==> src/sv/m3i_pkg.sv <==
`timescale 1ns / 1ps
// Package for the 3x3 matrix inverse core: widths, payload types and the cofactor table.
// Used by every module of the block; depends on nothing else.
package m3i_pkg;
	localparam int DW    = 32;
	localparam int FB    = 16;
	localparam int N_EL  = 9;
	localparam int PW    = 2 * DW;
	localparam int CW    = 2 * DW + 1;
	localparam int DETW  = 3 * DW + 1;
	localparam int CMAGW = 2 * DW;
	localparam int DMAGW = 3 * DW;
	localparam int DNW   = DMAGW + 1;
	localparam int NSH   = 2 * FB + 1;
	localparam int NW    = ((CMAGW + NSH > DMAGW) ? CMAGW + NSH : DMAGW) + 1;
	localparam int CMPW  = (NW > DNW + DW) ? NW : DNW + DW;

	typedef logic [3:0] el_idx_t;
	typedef logic signed [DW-1:0] elem_t;
	typedef logic signed [CW-1:0] cof_t;

	// Cofactor i = a[PA]*a[PB] - a[MA]*a[MB], elements numbered row * 3 + column.
	localparam el_idx_t COF_PA [N_EL] = '{4'd4, 4'd2, 4'd1, 4'd5, 4'd0, 4'd2, 4'd3, 4'd1, 4'd0};
	localparam el_idx_t COF_PB [N_EL] = '{4'd8, 4'd7, 4'd5, 4'd6, 4'd8, 4'd3, 4'd7, 4'd6, 4'd4};
	localparam el_idx_t COF_MA [N_EL] = '{4'd5, 4'd1, 4'd2, 4'd3, 4'd2, 4'd0, 4'd4, 4'd0, 4'd1};
	localparam el_idx_t COF_MB [N_EL] = '{4'd7, 4'd8, 4'd4, 4'd8, 4'd6, 4'd5, 4'd6, 4'd7, 4'd3};

	typedef struct packed {
		logic signed [DW-1:0] elem_r0c0;
		logic signed [DW-1:0] elem_r0c1;
		logic signed [DW-1:0] elem_r0c2;
		logic signed [DW-1:0] elem_r1c0;
		logic signed [DW-1:0] elem_r1c1;
		logic signed [DW-1:0] elem_r1c2;
		logic signed [DW-1:0] elem_r2c0;
		logic signed [DW-1:0] elem_r2c1;
		logic signed [DW-1:0] elem_r2c2;
	} mat_t;

	typedef struct packed {
		logic signed [DW-1:0] inv_r0c0;
		logic signed [DW-1:0] inv_r0c1;
		logic signed [DW-1:0] inv_r0c2;
		logic signed [DW-1:0] inv_r1c0;
		logic signed [DW-1:0] inv_r1c1;
		logic signed [DW-1:0] inv_r1c2;
		logic signed [DW-1:0] inv_r2c0;
		logic signed [DW-1:0] inv_r2c1;
		logic signed [DW-1:0] inv_r2c2;
		logic                 singular;
		logic                 saturated;
	} inv_t;

	typedef struct packed {
		logic [NW-1:0] num;
		logic          neg;
	} lane_op_t;

	typedef struct packed {
		logic [DW-1:0] quo;
		logic          ovf;
		logic          neg;
	} lane_res_t;
endpackage

==> src/sv/m3i_merge.sv <==
`timescale 1ns / 1ps
// Merging stage: signs, saturation and the singular case applied to all nine lanes.
// Depends on m3i_pkg.
module m3i_merge import m3i_pkg::*; (
	input  lane_res_t lres [N_EL],
	input  logic      zero,
	output inv_t      res
);
	logic [DW-1:0]   lim [N_EL];
	logic [DW-1:0]   mag [N_EL];
	logic [DW-1:0]   val [N_EL];
	logic [N_EL-1:0] sat;

	always_comb begin
		for (int i = 0; i < N_EL; i++) begin
			lim[i] = {lres[i].neg, {(DW-1){~lres[i].neg}}};
			sat[i] = lres[i].ovf || (lres[i].quo > lim[i]);
			mag[i] = sat[i] ? lim[i] : lres[i].quo;
			val[i] = lres[i].neg ? -mag[i] : mag[i];
			if (zero) begin
				val[i] = '0;
			end
		end
	end

	assign res.inv_r0c0  = val[0];
	assign res.inv_r0c1  = val[1];
	assign res.inv_r0c2  = val[2];
	assign res.inv_r1c0  = val[3];
	assign res.inv_r1c1  = val[4];
	assign res.inv_r1c2  = val[5];
	assign res.inv_r2c0  = val[6];
	assign res.inv_r2c1  = val[7];
	assign res.inv_r2c2  = val[8];
	assign res.singular  = zero;
	assign res.saturated = !zero && (|sat);
endmodule

==> config.mk <==
export PLATFORM = sky130hd
export DESIGN_NAME = m3i_merge
export DESIGN_NICKNAME = d
export VERILOG_FILES = /design/src/sv/m3i_pkg.sv /design/src/sv/m3i_merge.sv
export SDC_FILE = /design/constraint.sdc
export NUM_CORES = 1
export LEC_CHECK = 0
export BUFFER_PORTS_ARGS = -buffer_cell sky130_fd_sc_hd__buf_2
export CAP_MARGIN = 20
export CELL_PAD_IN_SITES_DETAIL_PLACEMENT = 1
export CELL_PAD_IN_SITES_GLOBAL_PLACEMENT = 1
export CORE_AREA = 2 2 234 236
export DETAILED_ROUTE_END_ITERATION = 10
export DIE_AREA = 0 0 236 238
export PLACE_DENSITY_LB_ADDON = 0.1
export SLEW_MARGIN = 20
export SYNTH_ARGS = -nofsm -noshare
export SYNTH_HDL_FRONTEND = slang
export SYNTH_SLANG_ARGS = --single-unit
==> constraint.sdc <==
create_clock -name vclk -period 15.9
set_clock_uncertainty 0.05 [all_clocks]
set_input_delay 1.59 -clock vclk [all_inputs]
set_output_delay 1.59 -clock vclk [all_outputs]
set_load 0.005 [all_outputs]
; Word level (Yosys, flattened, before mapping)
; Cells that the tools add are included.
[op_classes]
bitwise_logic = 9
muxes = 27
n_lt_le_gt_ge = 9
n_addsub = 9
n_reduce_logical = 12
[ops]
columns = cell, n
row1 = 32-bit two-way mux, 27
row2 = 32-bit greater-than comparator, 9
row3 = 32-bit negator, 9
row4 = 1-bit logical OR, 9
row5 = 1-bit NOT, 9
row6 = 9-bit OR reduction, 1
row7 = 1-bit logical AND, 1
row8 = 1-bit logical NOT, 1
[totals]
register_bits = 0
in_bits = 307
output_inout_bits = 290
elab_cells = 66

; Logic depth before layout (Yosys ltp)
[depth]
ltp_word = 7
ltp_mapped = 24
ltp_nobuf = 19

; Worst setup path before layout
; No wires, ideal clock.
[synth_timing]
path_type = input port to output port
startpoint = input lres[68] in the netlist's numbering
endpoint = output res[94] in the netlist's numbering
t_arrival_ns = 6.413
required_ns = 14.260
path_slack_ns = 7.847
path_buffers = 5
cell_stages = 22
cell_sequence = inv_1 clkbuf_1 clkbuf_1 ha_1 nand4_1 nor4_1 a311o_1 o2bb2ai_1 a311o_1 buf_6 clkbuf_1 o21ai_0 ha_1 and2b_1 nand4b_4 or2_1 buf_6 or3_4 or4_4 o311ai_2 a21oi_1 a211oi_1
[synth_rtl]
columns = item, line_no
row1 = "start, declared", m3i_merge.sv:5  ; input lane_res_t lres [N_EL],
row2 = "end, declared", m3i_merge.sv:7  ; output inv_t res

==> results.tsv <==
metric	value	unit
period_needed	10070	ps
crit_buf_inv	5	
status	finished clean	
numSequentialCells	0	
crit_arrival	8430	ps
io_pins	597	
required	14260	ps
cp-start-kind	primary input	
critical_path_class	primary input to output pin	
powerDensity	30.1	nW/um^2
synth_area	17300	sq um
synth-seq-area-share	0	%
synthToLayoutAreaGrowth	20.4	%
fin_tns_setup	0	ps
maxSlewViolCount	0	
synth_cells	2689	
pwr-share-seq	0	%
dieArea	56200	sq um
route.detailed.drc	0	
hold_viol	0	
synth.avg_cell_area	6.43	sq um
final_common_cell	buf_2	
hold_class	primary input to output pin	
pre_cts_slack	5870	ps
p_sw_share	62.1	%
die_h	238	um
gp_congestion	0.892	
dp_hpwl	67300	um
coreArea	53500	sq um
cts_resized	0	
busiest_layer	met2	
use_met2	51.2	%
nNetsFinal	3761	
p_int	238	uW
relSlewSlack	27.6	%
rsz0062_at_grt	no	
nClkBuffers	0	
power_frac_comb	100.0	%
nFillCells	7170	
grt_pass1_vias	23800	
power	627	uW
ys_types	94	
routed_via_density	6.11	
gr-usage-met1	35.5	%
grt_use_met3	3.51	%
seq_area	0	sq um
cpMaxStageDelayCell	clkinv_1	
fp-row-count	85	
ctsHoldBuffers	0	
ir_worst_vdd	21.0	uV
yosys_warnings	0	
crit_path_max_fanout	68	
num_vias	23700	
grt_usage	28.5	%
grt_pass1_wl	133000	um
port_buffers	597	
clkPwrFrac	0	%
fin_util	38.9	%
synth_area_leaders	ha_1 21%, a21oi_1 9.3%, o21ai_0 8.9%	
slowest_delay	870	ps
start_util	32.3	%
grt_max_degree	171	
postCtsSetupBuffers	0	
dr.pass1.iters	5	
drt_iter0_drc	1236	
fin_crit_sh	63.3	%
end_kind	output pin	
totalWireLength	84800	um
fmax	99.4	MHz
yosys.area.top_type	ha_1	
wl_per_cell	21.9	um
synth_nets	3293	
worst_slew_pin_slew	1080	ps
final_cell_mix	596 x buf_2, 322 x a21oi_1, 306 x o21ai_0	
drv_cap	0	
synth.top_cell.area_share	21.5	%
setup_viol	0	
p_sw	389	uW
multiInputGateArea	16500	sq um
cp_top_family	simple AND/OR/NAND/NOR gates	
leakagePower	9.34	nW
antenna_left	0	
fp.dieW	236	um
grt-ovfl-total	0	
crit_chain	buf_2, buf_4, clkinv_1, ha_1, nand4_1, nor4_1, nand3_1, nand2_1, a31oi_1, or2_2, o21ai_0, ha_1, inv_1, or4b_1, or3b_2, nor2_2, nand3b_1, o311ai_1, o21ai_0, a221oi_1, buf_2	
drive_above_1_share	24.3	%
antenna_found_initial	22	
whs	3550	ps
layout_setup_ws	5830	ps
power groups by stage:
| stage | clock [mW] | sequential, mW | combinational, mW |
|---|---|---|---|
| finish | 0.000000169 | 0 | 0.627 |
| global route | 0.000000160 | 0 | 0.699 |
| CTS | 0 | 0 | 0.625 |
| detailed placement | 0 | 0 | 0.622 |
| global placement | 0 | 0 | 0.593 |
| floorplan | 0 | 0 | 0.341 |
through the flow:
stage | area (sq um) | std cells
final | 20800 | 3871
after CTS | 20700 | 3849
after detailed placement | 20700 | 3849
after floorplan | 17300 | 2689
after global routing | 20800 | 3870
after global placement | 20700 | 3849
per-layer routing:
layer  wire length [um]  part of all wire, %
met1              36200                   43
met2              42400                   50
met3               4090                  4.8
met4               2020                  2.4
met5                 41                0.048
worst paths after layout:
path	from	endpoint	slack, ps	cells past startpoint
min	lres[67]	res[65]	3550	4
max	lres[102]	res[124]	5830	21
layout make-up:
cell class                      count  share of cell area [%]
Antenna cell                       20                   0.240
Timing Repair Buffer              628                    15.7
Inverter                           39                   0.703
Tap cell                          696                    4.18
Multi-Input combinational cell   2488                    79.2
cells in the mapped netlist (5+ instances only):
master,n
a31oi_1,16
o311a_1,5
mux2i_1,27
mux2_2,70
and2_1,5
xor2_1,13
xnor2_1,11
a211oi_1,48
inv_1,37
or3_1,63
o31ai_1,20
a21oi_1,322
buf_2,10
nor2b_1,19
a21o_1,77
o211ai_1,21
nor3_1,113
o311ai_0,12
nand2b_1,23
a31o_2,6
or2_0,7
nor4_1,50
o21ai_0,307
nand3b_1,8
buf_1,6
nand4_1,67
or4_1,15
or2_2,33
buf_6,5
nand3_1,66
nand2_1,288
nand4b_1,9
a221oi_1,76
o21a_1,23
o41ai_1,9
a21boi_0,5
and3_1,12
and4_1,7
o211a_1,6
ha_1,297
nor2_1,245
clkbuf_1,139
worst min-delay path, delay by kind of cell:
kind,cells,cell delay (ps)
buffers and inverters,2,280
and+or+nand+nor,1,80
AOI/OAI and AO/OA,1,60
cells by family (layout without fill, tap and decap cells):
group | after synthesis | after routing | synth area share (%)
AND/OR/NAND/NOR | 1064 | 1064 | 30.6
AO/OA/AOI/OAI | 1006 | 1006 | 35.8
adder cells (fa/ha/maj) | 297 | 297 | 21.5
buffers and inverters | 201 | 667 | 4.71
multiplexers | 97 | 97 | 6.12
XOR/XNOR | 24 | 24 | 1.22
other | 0 | 20 | 0
No activity file was read; power rests on OpenSTA's default activity.
